File: src/linear_interp_resampler_unit_assert.svh
// Assertion macros used by the resampler back end (lirs_back).
`ifndef LINEAR_INTERP_RESAMPLER_UNIT_ASSERT_SVH
`define LINEAR_INTERP_RESAMPLER_UNIT_ASSERT_SVH

// Same-cycle implication, disabled during reset.
`define LIRS_ASSERT_IMPL(label, clk_i, rst_ni, ante, cons, msg) \
	label: assert property (@(posedge clk_i) disable iff (!rst_ni) (ante) |-> (cons)) \
		else $error(msg);

// Next-cycle implication, disabled during reset.
`define LIRS_ASSERT_NEXT(label, clk_i, rst_ni, ante, cons, msg) \
	label: assert property (@(posedge clk_i) disable iff (!rst_ni) (ante) |=> (cons)) \
		else $error(msg);

`endif

File: src/lirs_pkg.sv
// Shared widths, register codes, command type and division step of the resampler.
package lirs_pkg;

	localparam int SAMPLE_W   = 16;
	localparam int RATIO_W    = 12;
	localparam int RES_W      = 13;
	localparam int CFG_IDX_W  = 2;
	localparam int MAX_RUN    = 64;
	localparam int CNT_W      = (MAX_RUN > 1) ? $clog2(MAX_RUN) : 1;
	localparam int RUN_SUM_W  = RATIO_W + $clog2(MAX_RUN + 1) + 1;
	localparam int PROD_W     = SAMPLE_W + RATIO_W + 1;
	localparam int ACC_W      = PROD_W + 1;
	localparam int MAG_W      = SAMPLE_W - 1 + RATIO_W;
	localparam int QUOT_LIMIT = 2 ** (SAMPLE_W - 1);
	localparam int FSTEP_W    = $clog2(RATIO_W);
	localparam int BSTEP_W    = $clog2(MAG_W);
	localparam int FIFO_DEPTH = 2;
	localparam int FIFO_AW    = (FIFO_DEPTH > 1) ? $clog2(FIFO_DEPTH) : 1;
	localparam int FIFO_CW    = $clog2(FIFO_DEPTH + 1);

	localparam logic [RATIO_W-1:0] UP_RESET   = RATIO_W'(147);
	localparam logic [RATIO_W-1:0] DOWN_RESET = RATIO_W'(160);

	localparam logic [CFG_IDX_W-1:0] REG_UP   = CFG_IDX_W'(0);
	localparam logic [CFG_IDX_W-1:0] REG_DOWN = CFG_IDX_W'(1);

	typedef struct packed {
		logic signed [SAMPLE_W-1:0] prev;
		logic signed [SAMPLE_W-1:0] cur;
		logic [RATIO_W-1:0]         phase;
		logic [RATIO_W-1:0]         up;
		logic [RATIO_W-1:0]         down;
		logic                       dropped;
	} lirs_cmd_t;

	// One restoring step: returns {quotient bit, next remainder}.
	function automatic logic [RATIO_W:0] div_step(input logic [RATIO_W-1:0] rem,
		input logic din, input logic [RATIO_W-1:0] divisor);
		logic [RATIO_W:0] shifted;
		logic [RATIO_W:0] diff;
		shifted = {rem, din};
		diff    = shifted - {1'b0, divisor};
		if (shifted >= {1'b0, divisor}) begin
			div_step = {1'b1, diff[RATIO_W-1:0]};
		end else begin
			div_step = {1'b0, shifted[RATIO_W-1:0]};
		end
	endfunction

endpackage

File: src/linear_interp_resampler_unit.sv
// Linear-interpolation rational resampler, top level.
//
// Samples enter on the item channel (item_valid/item_ready, sample_in,
// block_last); interpolated samples leave on the result channel
// (result_valid/result_ready, sample_out, run_last, run_dropped).
// up_factor (index 0) and down_factor (index 1) are written on the cfg
// channel, which is always ready; write them only while the block is idle.
// The front end takes one sample, then, if it makes output, runs a serial
// remainder by down_factor to advance the phase and issues a command into
// a two-entry queue, taking no new sample until the command is queued.
// A sample that makes no output only updates the phase and stored sample.
// For each output the back end forms the weighted sum (B_MUL, B_ADD), runs
// the serial division by up_factor (B_DIV) and loads the result register
// (B_EMIT); it takes a new command only after the last output of its run.
// When the receiver stalls, the result register holds and the back end and
// then the queue fill, after which item_ready drops.
// Reset clears the phase, the stored sample and the queue, and loads
// the 147/160 ratio.
module linear_interp_resampler_unit import lirs_pkg::*; (
	input  logic                        clk,
	input  logic                        arst_n,
	input  logic                        cfg_valid,
	output logic                        cfg_ready,
	input  logic [CFG_IDX_W-1:0]        cfg_index,
	input  logic [RATIO_W-1:0]          cfg_data,
	input  logic                        item_valid,
	output logic                        item_ready,
	input  logic signed [SAMPLE_W-1:0]  sample_in,
	input  logic                        block_last,
	output logic                        result_valid,
	input  logic                        result_ready,
	output logic signed [SAMPLE_W-1:0]  sample_out,
	output logic                        run_last,
	output logic                        run_dropped
);

	logic      push_valid;
	logic      push_ready;
	lirs_cmd_t push_data;
	logic      pop_valid;
	logic      pop_ready;
	lirs_cmd_t pop_data;

	lirs_front u_front (
		.clk        (clk),
		.arst_n     (arst_n),
		.cfg_valid  (cfg_valid),
		.cfg_ready  (cfg_ready),
		.cfg_index  (cfg_index),
		.cfg_data   (cfg_data),
		.item_valid (item_valid),
		.item_ready (item_ready),
		.sample_in  (sample_in),
		.block_last (block_last),
		.cmd_valid  (push_valid),
		.cmd_ready  (push_ready),
		.cmd_data   (push_data)
	);

	lirs_cmd_fifo u_fifo (
		.clk        (clk),
		.arst_n     (arst_n),
		.push_valid (push_valid),
		.push_ready (push_ready),
		.push_data  (push_data),
		.pop_valid  (pop_valid),
		.pop_ready  (pop_ready),
		.pop_data   (pop_data)
	);

	lirs_back u_back (
		.clk          (clk),
		.arst_n       (arst_n),
		.cmd_valid    (pop_valid),
		.cmd_ready    (pop_ready),
		.cmd_data     (pop_data),
		.result_valid (result_valid),
		.result_ready (result_ready),
		.sample_out   (sample_out),
		.run_last     (run_last),
		.run_dropped  (run_dropped)
	);

endmodule

File: src/lirs_front.sv
// Front end: config registers, item transfer, phase bookkeeping and command issue.
module lirs_front import lirs_pkg::*; (
	input  logic                        clk,
	input  logic                        arst_n,
	input  logic                        cfg_valid,
	output logic                        cfg_ready,
	input  logic [CFG_IDX_W-1:0]        cfg_index,
	input  logic [RATIO_W-1:0]          cfg_data,
	input  logic                        item_valid,
	output logic                        item_ready,
	input  logic signed [SAMPLE_W-1:0]  sample_in,
	input  logic                        block_last,
	output logic                        cmd_valid,
	input  logic                        cmd_ready,
	output lirs_cmd_t                   cmd_data
);

	typedef enum logic [1:0] {F_IDLE, F_DIV, F_PUSH} front_state_t;

	front_state_t               state_q;
	logic [RATIO_W-1:0]         up_q;
	logic [RATIO_W-1:0]         down_q;
	logic signed [SAMPLE_W-1:0] prev_q;
	logic [RES_W-1:0]           res_q;
	logic                       started_q;
	lirs_cmd_t                  cmd_q;
	logic                       last_q;
	logic [RATIO_W-1:0]         div_q;
	logic [RATIO_W-1:0]         rem_q;
	logic [FSTEP_W-1:0]         step_q;

	logic [RATIO_W-1:0]         up_eff;
	logic [RATIO_W-1:0]         down_eff;
	logic [RES_W-1:0]           r0;
	logic signed [SAMPLE_W-1:0] prev0;
	logic                       skip;
	logic [RUN_SUM_W-1:0]       run_sum;
	logic                       drop;
	logic [RATIO_W:0]           step_res;

	always_comb begin
		up_eff   = (up_q == '0) ? RATIO_W'(1) : up_q;
		down_eff = (down_q == '0) ? RATIO_W'(1) : down_q;
		r0       = started_q ? res_q : {1'b0, up_eff};
		prev0    = started_q ? prev_q : '0;
		skip     = r0 > {1'b0, up_eff};
		run_sum  = RUN_SUM_W'(r0) + RUN_SUM_W'(down_eff) * RUN_SUM_W'(MAX_RUN);
		drop     = run_sum <= RUN_SUM_W'(up_eff);
		step_res = div_step(rem_q, div_q[RATIO_W-1], cmd_q.down);
	end

	assign cfg_ready  = 1'b1;
	assign item_ready = (state_q == F_IDLE);
	assign cmd_valid  = (state_q == F_PUSH);
	assign cmd_data   = cmd_q;

	always_ff @(posedge clk or negedge arst_n) begin
		if (!arst_n) begin
			state_q   <= F_IDLE;
			up_q      <= UP_RESET;
			down_q    <= DOWN_RESET;
			prev_q    <= '0;
			res_q     <= '0;
			started_q <= 1'b0;
		end else begin
			if (cfg_valid) begin
				unique case (cfg_index)
					REG_UP:   up_q   <= cfg_data;
					REG_DOWN: down_q <= cfg_data;
					default:  ;
				endcase
			end
			unique case (state_q)
				F_IDLE: begin
					if (item_valid) begin
						if (skip) begin
							// no output position in this interval
							if (block_last) begin
								prev_q    <= '0;
								res_q     <= '0;
								started_q <= 1'b0;
							end else begin
								prev_q    <= sample_in;
								res_q     <= r0 - {1'b0, up_eff};
								started_q <= 1'b1;
							end
						end else begin
							cmd_q.prev    <= prev0;
							cmd_q.cur     <= sample_in;
							cmd_q.phase   <= r0[RATIO_W-1:0];
							cmd_q.up      <= up_eff;
							cmd_q.down    <= down_eff;
							cmd_q.dropped <= drop;
							last_q        <= block_last;
							div_q         <= up_eff - r0[RATIO_W-1:0];
							rem_q         <= '0;
							step_q        <= '0;
							state_q       <= F_DIV;
						end
					end
				end
				F_DIV: begin
					rem_q  <= step_res[RATIO_W-1:0];
					div_q  <= {div_q[RATIO_W-2:0], 1'b0};
					step_q <= step_q + 1'b1;
					if (step_q == FSTEP_W'(RATIO_W - 1)) begin
						state_q <= F_PUSH;
					end
				end
				F_PUSH: begin
					if (cmd_ready) begin
						if (last_q) begin
							prev_q    <= '0;
							res_q     <= '0;
							started_q <= 1'b0;
						end else begin
							prev_q    <= cmd_q.cur;
							res_q     <= RES_W'(cmd_q.down - rem_q);
							started_q <= 1'b1;
						end
						state_q <= F_IDLE;
					end
				end
				default: state_q <= F_IDLE;
			endcase
		end
	end

endmodule

File: src/lirs_cmd_fifo.sv
// Short command queue between the front end and the interpolation back end.
module lirs_cmd_fifo import lirs_pkg::*; (
	input  logic      clk,
	input  logic      arst_n,
	input  logic      push_valid,
	output logic      push_ready,
	input  lirs_cmd_t push_data,
	output logic      pop_valid,
	input  logic      pop_ready,
	output lirs_cmd_t pop_data
);

	lirs_cmd_t            mem_q [FIFO_DEPTH];
	logic [FIFO_AW-1:0]   wr_ptr_q;
	logic [FIFO_AW-1:0]   rd_ptr_q;
	logic [FIFO_CW-1:0]   count_q;
	logic                 do_push;
	logic                 do_pop;

	assign push_ready = (count_q != FIFO_CW'(FIFO_DEPTH));
	assign pop_valid  = (count_q != '0);
	assign pop_data   = mem_q[rd_ptr_q];
	assign do_push    = push_valid && push_ready;
	assign do_pop     = pop_valid && pop_ready;

	always_ff @(posedge clk) begin
		if (do_push) begin
			mem_q[wr_ptr_q] <= push_data;
		end
	end

	always_ff @(posedge clk or negedge arst_n) begin
		if (!arst_n) begin
			wr_ptr_q <= '0;
			rd_ptr_q <= '0;
			count_q  <= '0;
		end else begin
			if (do_push) begin
				wr_ptr_q <= (wr_ptr_q == FIFO_AW'(FIFO_DEPTH - 1)) ? '0 : wr_ptr_q + 1'b1;
			end
			if (do_pop) begin
				rd_ptr_q <= (rd_ptr_q == FIFO_AW'(FIFO_DEPTH - 1)) ? '0 : rd_ptr_q + 1'b1;
			end
			if (do_push && !do_pop) begin
				count_q <= count_q + 1'b1;
			end else if (do_pop && !do_push) begin
				count_q <= count_q - 1'b1;
			end
		end
	end

endmodule

File: src/lirs_back.sv
// Back end: per-output weighting, serial division by up and result register.
`include "linear_interp_resampler_unit_assert.svh"
module lirs_back import lirs_pkg::*; (
	input  logic                        clk,
	input  logic                        arst_n,
	input  logic                        cmd_valid,
	output logic                        cmd_ready,
	input  lirs_cmd_t                   cmd_data,
	output logic                        result_valid,
	input  logic                        result_ready,
	output logic signed [SAMPLE_W-1:0]  sample_out,
	output logic                        run_last,
	output logic                        run_dropped
);

	typedef enum logic [2:0] {B_IDLE, B_MUL, B_ADD, B_DIV, B_EMIT} back_state_t;

	back_state_t                state_q;
	lirs_cmd_t                  cmd_q;
	logic [RATIO_W-1:0]         p_q;
	logic [CNT_W-1:0]           cnt_q;
	logic signed [PROD_W-1:0]   prod_a_q;
	logic signed [PROD_W-1:0]   prod_b_q;
	logic                       neg_q;
	logic [MAG_W-1:0]           quot_q;
	logic [RATIO_W-1:0]         rem_q;
	logic [BSTEP_W-1:0]         step_q;
	logic                       out_valid_q;
	logic signed [SAMPLE_W-1:0] sample_q;
	logic                       last_q;
	logic                       drop_q;

	logic signed [ACC_W-1:0]    acc;
	logic signed [ACC_W-1:0]    acc_abs;
	logic [RATIO_W:0]           step_res;
	logic [MAG_W-1:0]           quot_signed;
	logic [RATIO_W:0]           p_next;
	logic                       is_last;
	logic                       slot_free;

	always_comb begin
		acc         = prod_a_q + prod_b_q;
		acc_abs     = acc[ACC_W-1] ? -acc : acc;
		step_res    = div_step(rem_q, quot_q[MAG_W-1], cmd_q.up);
		quot_signed = neg_q ? -quot_q : quot_q;
		p_next      = {1'b0, p_q} + {1'b0, cmd_q.down};
		is_last     = cmd_q.dropped ? (cnt_q == CNT_W'(MAX_RUN - 1))
		                            : (p_next > {1'b0, cmd_q.up});
		slot_free   = !out_valid_q || result_ready;
	end

	assign cmd_ready    = (state_q == B_IDLE);
	assign result_valid = out_valid_q;
	assign sample_out   = sample_q;
	assign run_last     = last_q;
	assign run_dropped  = drop_q;

	always_ff @(posedge clk or negedge arst_n) begin
		if (!arst_n) begin
			state_q     <= B_IDLE;
			out_valid_q <= 1'b0;
		end else begin
			if (state_q == B_EMIT && slot_free) begin
				out_valid_q <= 1'b1;
			end else if (result_ready) begin
				out_valid_q <= 1'b0;
			end
			unique case (state_q)
				B_IDLE: begin
					if (cmd_valid) begin
						cmd_q   <= cmd_data;
						p_q     <= cmd_data.phase;
						cnt_q   <= '0;
						state_q <= B_MUL;
					end
				end
				B_MUL: begin
					prod_a_q <= cmd_q.prev * $signed({1'b0, cmd_q.up - p_q});
					prod_b_q <= cmd_q.cur * $signed({1'b0, p_q});
					state_q  <= B_ADD;
				end
				B_ADD: begin
					neg_q   <= acc[ACC_W-1];
					quot_q  <= acc_abs[MAG_W-1:0];
					rem_q   <= '0;
					step_q  <= '0;
					state_q <= B_DIV;
				end
				B_DIV: begin
					rem_q  <= step_res[RATIO_W-1:0];
					quot_q <= {quot_q[MAG_W-2:0], step_res[RATIO_W]};
					step_q <= step_q + 1'b1;
					if (step_q == BSTEP_W'(MAG_W - 1)) begin
						state_q <= B_EMIT;
					end
				end
				B_EMIT: begin
					if (slot_free) begin
						sample_q    <= quot_signed[SAMPLE_W-1:0];
						last_q      <= is_last;
						drop_q      <= cmd_q.dropped;
						if (is_last) begin
							state_q <= B_IDLE;
						end else begin
							p_q     <= p_next[RATIO_W-1:0];
							cnt_q   <= cnt_q + 1'b1;
							state_q <= B_MUL;
						end
					end
				end
				default: state_q <= B_IDLE;
			endcase
		end
	end

	`LIRS_ASSERT_IMPL(a_quot_range, clk, arst_n, state_q == B_EMIT, quot_q <= MAG_W'(QUOT_LIMIT), "quotient exceeds sample range")
	`LIRS_ASSERT_IMPL(a_phase_range, clk, arst_n, state_q != B_IDLE, p_q <= cmd_q.up, "phase beyond current sample")
	`LIRS_ASSERT_IMPL(a_run_bound, clk, arst_n, state_q != B_IDLE, cnt_q <= CNT_W'(MAX_RUN - 1), "run longer than limit")
	`LIRS_ASSERT_NEXT(a_emit_loads, clk, arst_n, state_q == B_EMIT && slot_free, out_valid_q, "result not registered")

endmodule
File: config.mk
export PLATFORM = sky130hd
export DESIGN_NAME = linear_interp_resampler_unit
export DESIGN_NICKNAME = d
export VERILOG_FILES = /design/src/lirs_pkg.sv /design/src/linear_interp_resampler_unit.sv /design/src/lirs_front.sv /design/src/lirs_cmd_fifo.sv /design/src/lirs_back.sv
export VERILOG_INCLUDE_DIRS = /design/src /design/src/src
export SDC_FILE = /design/constraint.sdc
export NUM_CORES = 2
export LEC_CHECK = 0
export ABC_AREA = 1
export BUFFER_PORTS_ARGS = -buffer_cell sky130_fd_sc_hd__buf_2
export CORE_ASPECT_RATIO = 1.1
export CORE_MARGIN = 8
export CORE_UTILIZATION = 60
export CTS_BUF_LIST = sky130_fd_sc_hd__clkbuf_2 sky130_fd_sc_hd__clkbuf_4 sky130_fd_sc_hd__clkbuf_8
export DETAILED_ROUTE_END_ITERATION = 16
export GPL_ROUTABILITY_DRIVEN = 0
export PLACE_DENSITY = 0.74
export SLEW_MARGIN = 10
export SYNTH_ARGS = -nofsm -noshare
export SYNTH_HDL_FRONTEND = slang
export SYNTH_SLANG_ARGS = --single-unit
export TNS_END_PERCENT = 50
File: constraint.sdc
create_clock -name clk -period 15.3 [get_ports clk]
set_input_delay 0 -clock clk [delete_from_list [all_inputs] [get_ports clk]]
set_output_delay 0 -clock clk [all_outputs]
set_load 0.005 [all_outputs]
==> After elaboration in Yosys (flattened, before gate mapping) <==
Memory sizes are Yosys's and may differ from the RTL's.
Cells that the tools add are included.
{ "totals": {"ramBits": 138, "in_bits": 36, "n_memories": 1, "out_inout_bits": 21, "reg_bits": 358} }
{ "mem_list": {"columns": ["memory", "words", "word_bits", "read_ports", "rd_clocked_by_memory_dff", "write_ports", "line_no", "rtl"], "rows": [
  ["u_fifo.mem_q", 2, 69, 1, 0, 1, "lirs_cmd_fifo.sv:13", "lirs_cmd_t mem_q [FIFO_DEPTH];"]
]} }
{ "op_classes": {"magnitude_cmp": 5, "n_addsub": 18, "muxes": 64, "reduce_logical": 34, "n_bitwise": 1, "mul": 2, "n_eq_ne": 20} }
{ "op_table": {"columns": ["operator", "count"], "rows": [
  ["two-way mux 12 bit", 10],
  ["two-way mux 16 bit", 6],
  ["one-hot mux 12 bit (2 select lines)", 4],
  ["two-way mux 13 bit", 7],
  ["multiplier 16 x 13 -> 29 bit", 2],
  ["one-hot mux 27 bit (2 select lines)", 1],
  ["subtractor 12 bit", 4],
  ["one-hot mux 16 bit (2 select lines)", 1],
  ["adder 29 x 29 -> 30 bit", 1],
  ["two-way mux 27 bit", 1],
  ["negation 27 bit", 1],
  [">= comparator 13 x 12 -> 1 bit", 2],
  ["greater-than comparator 13 x 12 -> 1 bit", 2],
  ["one-hot mux 13 bit (2 select lines)", 1],
  ["logical NOT 12 bit", 2],
  ["<= comparator 20 x 12 -> 1 bit", 1],
  ["adder 13 x 18 -> 19 bit", 1],
  ["two-way mux 6 bit", 3],
  ["negation 16 bit", 1],
  ["AND reduction 4 bit", 4],
  ["one-hot mux 3 bit (5 select lines)", 1],
  ["nonzero test 2 bit", 7],
  ["adder 12 x 12 -> 13 bit", 1],
  ["two-way mux 1 bit", 13],
  ["other kinds (35)", 67]
]} }

==> Longest topological paths before layout <==
{ "logic_depth": {"word_depth": 8, "ltp_mapped": 36, "mapped_depth_nobuf": 33} }

==> Cells and area by module <==
Synthesis repeated with hierarchy kept, for this count alone.
{ "unflattened": {"hier_cells": 4689, "hier_area_um2": 40908.0} }
{ "by_module_without_submodules": {"columns": ["mod", "cells_per_inst", "n_inst", "seq_area_each_um2", "area_each_um2"], "rows": [
  ["lirs_back", 3138, 1, 5985.7, 26150.1],
  ["lirs_front", 1162, 1, 4351.7, 9517.9],
  ["lirs_cmd_fifo", 389, 1, 4244.1, 5240.0]
]} }

==> Worst setup path after synthesis <==
OpenSTA, ideal clock, no wires.
{ "synth_path": {"path_kind": "register to register", "start": "reg u_back.p_q[3]", "end": "reg u_back.prod_a_q[25] (data pin)", "arrival_time_ns": 6.600, "setup_slack_ns": 8.438, "stages_incl_launch_ff": 33, "t_required_ns": 15.038, "cell_sequence": "edfxtp_1 > clkbuf_1 > clkbuf_1 > inv_1 > ha_1 > a21oi_1 > o21ai_1 > a21oi_1 > or2_1 > nand2_1 > a21oi_1 > or2_2 > nand2_1 > inv_1 > buf_2 > nand2_1 > fa_1 > inv_1 > fa_1 > fa_1 > fa_1 > inv_1 > fa_1 > inv_1 > ha_1 > nand2_1 > nor2_1 > nand4_1 > o21ai_0 > a21oi_1 > o21ai_0 > a21oi_1 > xor2_1"} }
{ "synth_via": {"elab_chain_cells": 2} }
{ "synth_rtl": {"columns": ["element", "line_no", "rtl"], "rows": [
  ["start, declared", "lirs_back.sv:20", "logic [RATIO_W-1:0] p_q;"],
  ["start signal, assigned", "lirs_back.sv:72", "p_q <= cmd_data.phase;"],
  ["start signal, assigned", "lirs_back.sv:105", "p_q <= p_next[RATIO_W-1:0];"],
  ["subtractor 12 bit", "lirs_back.sv:78", "prod_a_q <= cmd_q.prev * $signed({1'b0, cmd_q.up - p_q});"],
  ["multiplier 16 x 13 -> 29 bit", "lirs_back.sv:78", null],
  ["end signal, assigned", "lirs_back.sv:78", null],
  ["end, declared", "lirs_back.sv:22", "logic signed [PROD_W-1:0] prod_a_q;"]
]} }
Every way passes these cells.
A chain may end at the register's enable or synchronous reset.

==> Worst setup path in the final report <==
{ "layout_path": {"start": "reg u_back.p_q[4]", "end": "reg u_back.prod_a_q[27] (data pin)"} }
The elaborated chain is that of the path after synthesis.

==> results.toml <==
[outcome]
status = "complete, no violations"

[die]
die_w_um = 261.1
io_pins = 57
initial_utilization_pct = 60.19
die_area_sq_um = 74600
num_rows = 99
coreArea_sq_um = 65900
die_y_um = 285.7

[worst_setup_path]
slowest_stage = "edfxtp_1"
required_ps = 15720
rr_worst_depth = 28
start_kind = "register"
worst-path-buf-inv = 4
crit_family = "adder cells"
r2r_end = "u_back.prod_a_q[27]"
crit_fanout = 18
arrival_ps = 8320
r2r_slack_ps = 7400
r2r-start = "u_back.p_q[4]"
cp-end-kind = "register"
crit_type = "register to register"
crit_path_max_incr_delay_ps = 910

[synth]
synth-seq-cells = 496
synth_area_leaders = "edfxtp_1, fa_1, nand2_1"
syn-num-nets = 5049
synth_top_area_cell = "edfxtp_1"
syn-instance-count = 4371
synth-edff-count = 432
ys_seq_area_share_pct = 36.76
postSynthAreaPerCell_sq_um = 9.074
synth.most_common_cell = "nand2_1"
synth_top_cell_area_share_pct = 32.71
ys.warnings.count = 0
syn_area_sq_um = 39660
yosys-top-cells-count = "nand2_1, inv_1, edfxtp_1, fa_1, ha_1"
yosysUniqueCellTypes = 63
synth_flop_cell = "edfxtp_1"
synth-async-reset-ratio_pct = 12.90

[timing]
setup_viol = 0
rsz0062_at_grt = "no"
finClkSkew_ps = 47.28
post-route-period-util_pct = 51.65
worst_slew_pin_slew_ps = 1230
hold_viol_final = 0
fin_crit_ps = 7902
max_freq_mhz = 126.6
relSlewSlack_pct = 17.91
setup_tns_ps = 0
slew_violations = 0

[drt]
drt_iter0_markers = 2052
wl_per_cell_um = 17.85
drc_errors = 0
num_vias = 29163
viasPerCell = 5.449
first_pass_iters = 5
wl_um = 95560
drtAntennaViolNets = 0

[placed_design]
place_area_sq_um = 40650
port_buffers = 55
hpwl_um = 74250

[global_route]
top_usage_layer = "met2"
grt_antenna_before_repair = 2
overflow = 0
grt_max_degree = 71
grt_pass1_vias = 29767
track_usage_pct = 26.01
gr-usage-met3_pct = 4.415
grt_use_met1_pct = 30.24
grt_pass1_wl_um = 152600
met2_usage_pct = 44.90

[run]
drv_cap = 0

[finish]
final_cell_area_sq_um = 42850
fillerInstances = 5361
multi_input_area_sq_um = 21300
syn2layout_area_growth_pct = 8.047
num-nets-final = 5107
regArea_sq_um = 14580
final_layout_size_suffix_gt1_share_pct = 6.256

[cts]
root_buffer = "clkbuf_8"
clkTransAtPathRegs_ps = 70
cts_inserted_buffers = 81
clock_path_buffers = 3
cts.sinks = 496
clkLatencyLatePin_ps = 700
htreeDepth = 3
tritoncts = "built"
postCtsSetupBuffers = 0

[worst_hold_path]
min-delay-start = "sample_in[8]"
worst_hold_path.endpoint = "u_front.cmd_data[45]"
hp-class = "input port to register"
whs_path_depth = 2
-- cells in the final DEF (no fill, tap or decap), types with 7 or more instances in the layout --
| master | count |
|---|---|
| inv_1 | 853 |
| o211ai_1 | 9 |
| o21ai_0 | 179 |
| o21bai_1 | 13 |
| clkbuf_4 | 20 |
| nor2_2 | 7 |
| dlygate4sd3_1 | 45 |
| nor3_1 | 33 |
| or2_2 | 19 |
| clkbuf_8 | 85 |
| a22oi_1 | 17 |
| xnor2_1 | 47 |
| o21ai_1 | 14 |
| nor2_1 | 230 |
| nor2_4 | 9 |
| buf_2 | 55 |
| edfxtp_1 | 432 |
| nand4_1 | 27 |
| a21oi_1 | 207 |
| a31oi_1 | 25 |
| clkinv_1 | 21 |
| nand3_1 | 140 |
| nand2_2 | 10 |
| nand2_1 | 1063 |
| xor2_1 | 97 |
| ha_1 | 277 |
| clkinv_2 | 7 |
| a21o_1 | 8 |
| buf_4 | 24 |
| fa_1 | 365 |
| inv_2 | 7 |
| dfrtp_1 | 57 |
-- state kept, by name, summed over array words and instances (netlist names), 16 cells and up --
register           count
u_back.prod_a_q       29
u_front.prev_q        16
u_back.prod_b_q       29
u_back.cmd_q          57
u_front.cmd_data      69
u_fifo.mem_q         138
u_back.sample_out     16
u_back.quot_q         27
-- stage by stage --
stage | setup slack, ps | std cells | util [%] | hold slack, ps
6_report | 7398 | 5352 | 65.03 | 29.68
5_1_grt | 6700 | 5352 | 65.03 | 7.723
4_1_cts | 7486 | 5349 | 65.01 | 0.5965
3_5_place_dp | 7507 | 5159 | 61.69 | -68.36
3_3_place_gp | 7704 | 5159 | 61.69 | -77.47
2_1_floorplan | 8438 | 4371 | - | -295.6
-- logic make-up after synthesis --
| kind of cell | synth area share (%) |
|---|---|
| AO/OA/AOI/OAI | 7.110 |
| XOR/XNOR | 3.221 |
| adder cells (fa/ha/maj) | 27.16 |
| buffers and inverters | 9.688 |
| flip-flops | 36.76 |
| multiplexers | 0.02524 |
| other | 0.009455 |
| AND/OR/NAND/NOR | 16.02 |
-- repair_timing --
action                    4_1_cts  5_1_grt
hold buffers                   44        1
hold endpoints to repair      132        1
gates resized for setup         0        0
-- worst max-delay path by stage --
stage | slack [ps] | cells past startpoint | startpoint | to
6_report | 7400 | 28 | u_back.p_q[4] | u_back.prod_a_q[27]
5_1_grt | 6700 | 30 | u_back.p_q[1] | u_back.prod_a_q[25]
4_1_cts | 7490 | 28 | u_back.p_q[1] | u_back.prod_a_q[27]
3_5_place_dp | 7510 | 28 | u_back.p_q[1] | u_back.prod_a_q[27]
3_3_place_gp | 7700 | 28 | u_back.p_q[4] | u_back.prod_a_q[25]
2_1_floorplan | 8440 | 32 | u_back.p_q[3] | u_back.prod_a_q[25]
-- metal layers --
layer	wire length (um)	part of all wire (%)
met2	47130	49
met5	0	0
met4	6124	6.4
met1	36730	38
met3	5566	5.8
-- final cells by class --
cell class | count | share of cell area (%)
Sequential cell | 496 | 34.03
Tap cell | 858 | 2.505
Multi-Input combinational cell | 2864 | 49.71
Inverter | 862 | 7.550
Antenna cell | 2 | 0.01168
Timing Repair Buffer | 124 | 2.114
Clock inverter | 41 | 0.9985
Clock buffer | 105 | 3.080
-- worst register-to-register path, delay by kind of cell, from the launching register on --
family | cells | cell delay, ps
xor gates and xnor gates | 2 | 800
buffers and inverters | 4 | 290
adders and majority gates | 7 | 2960
and+or+nand+nor | 6 | 930
DFF | 1 | 910
AOI/OAI and AO/OA | 9 | 1750
Power is left out: the tool's default activity adds up to more than one toggle a clock period on the data nets, which glitch-free logic cannot reach.
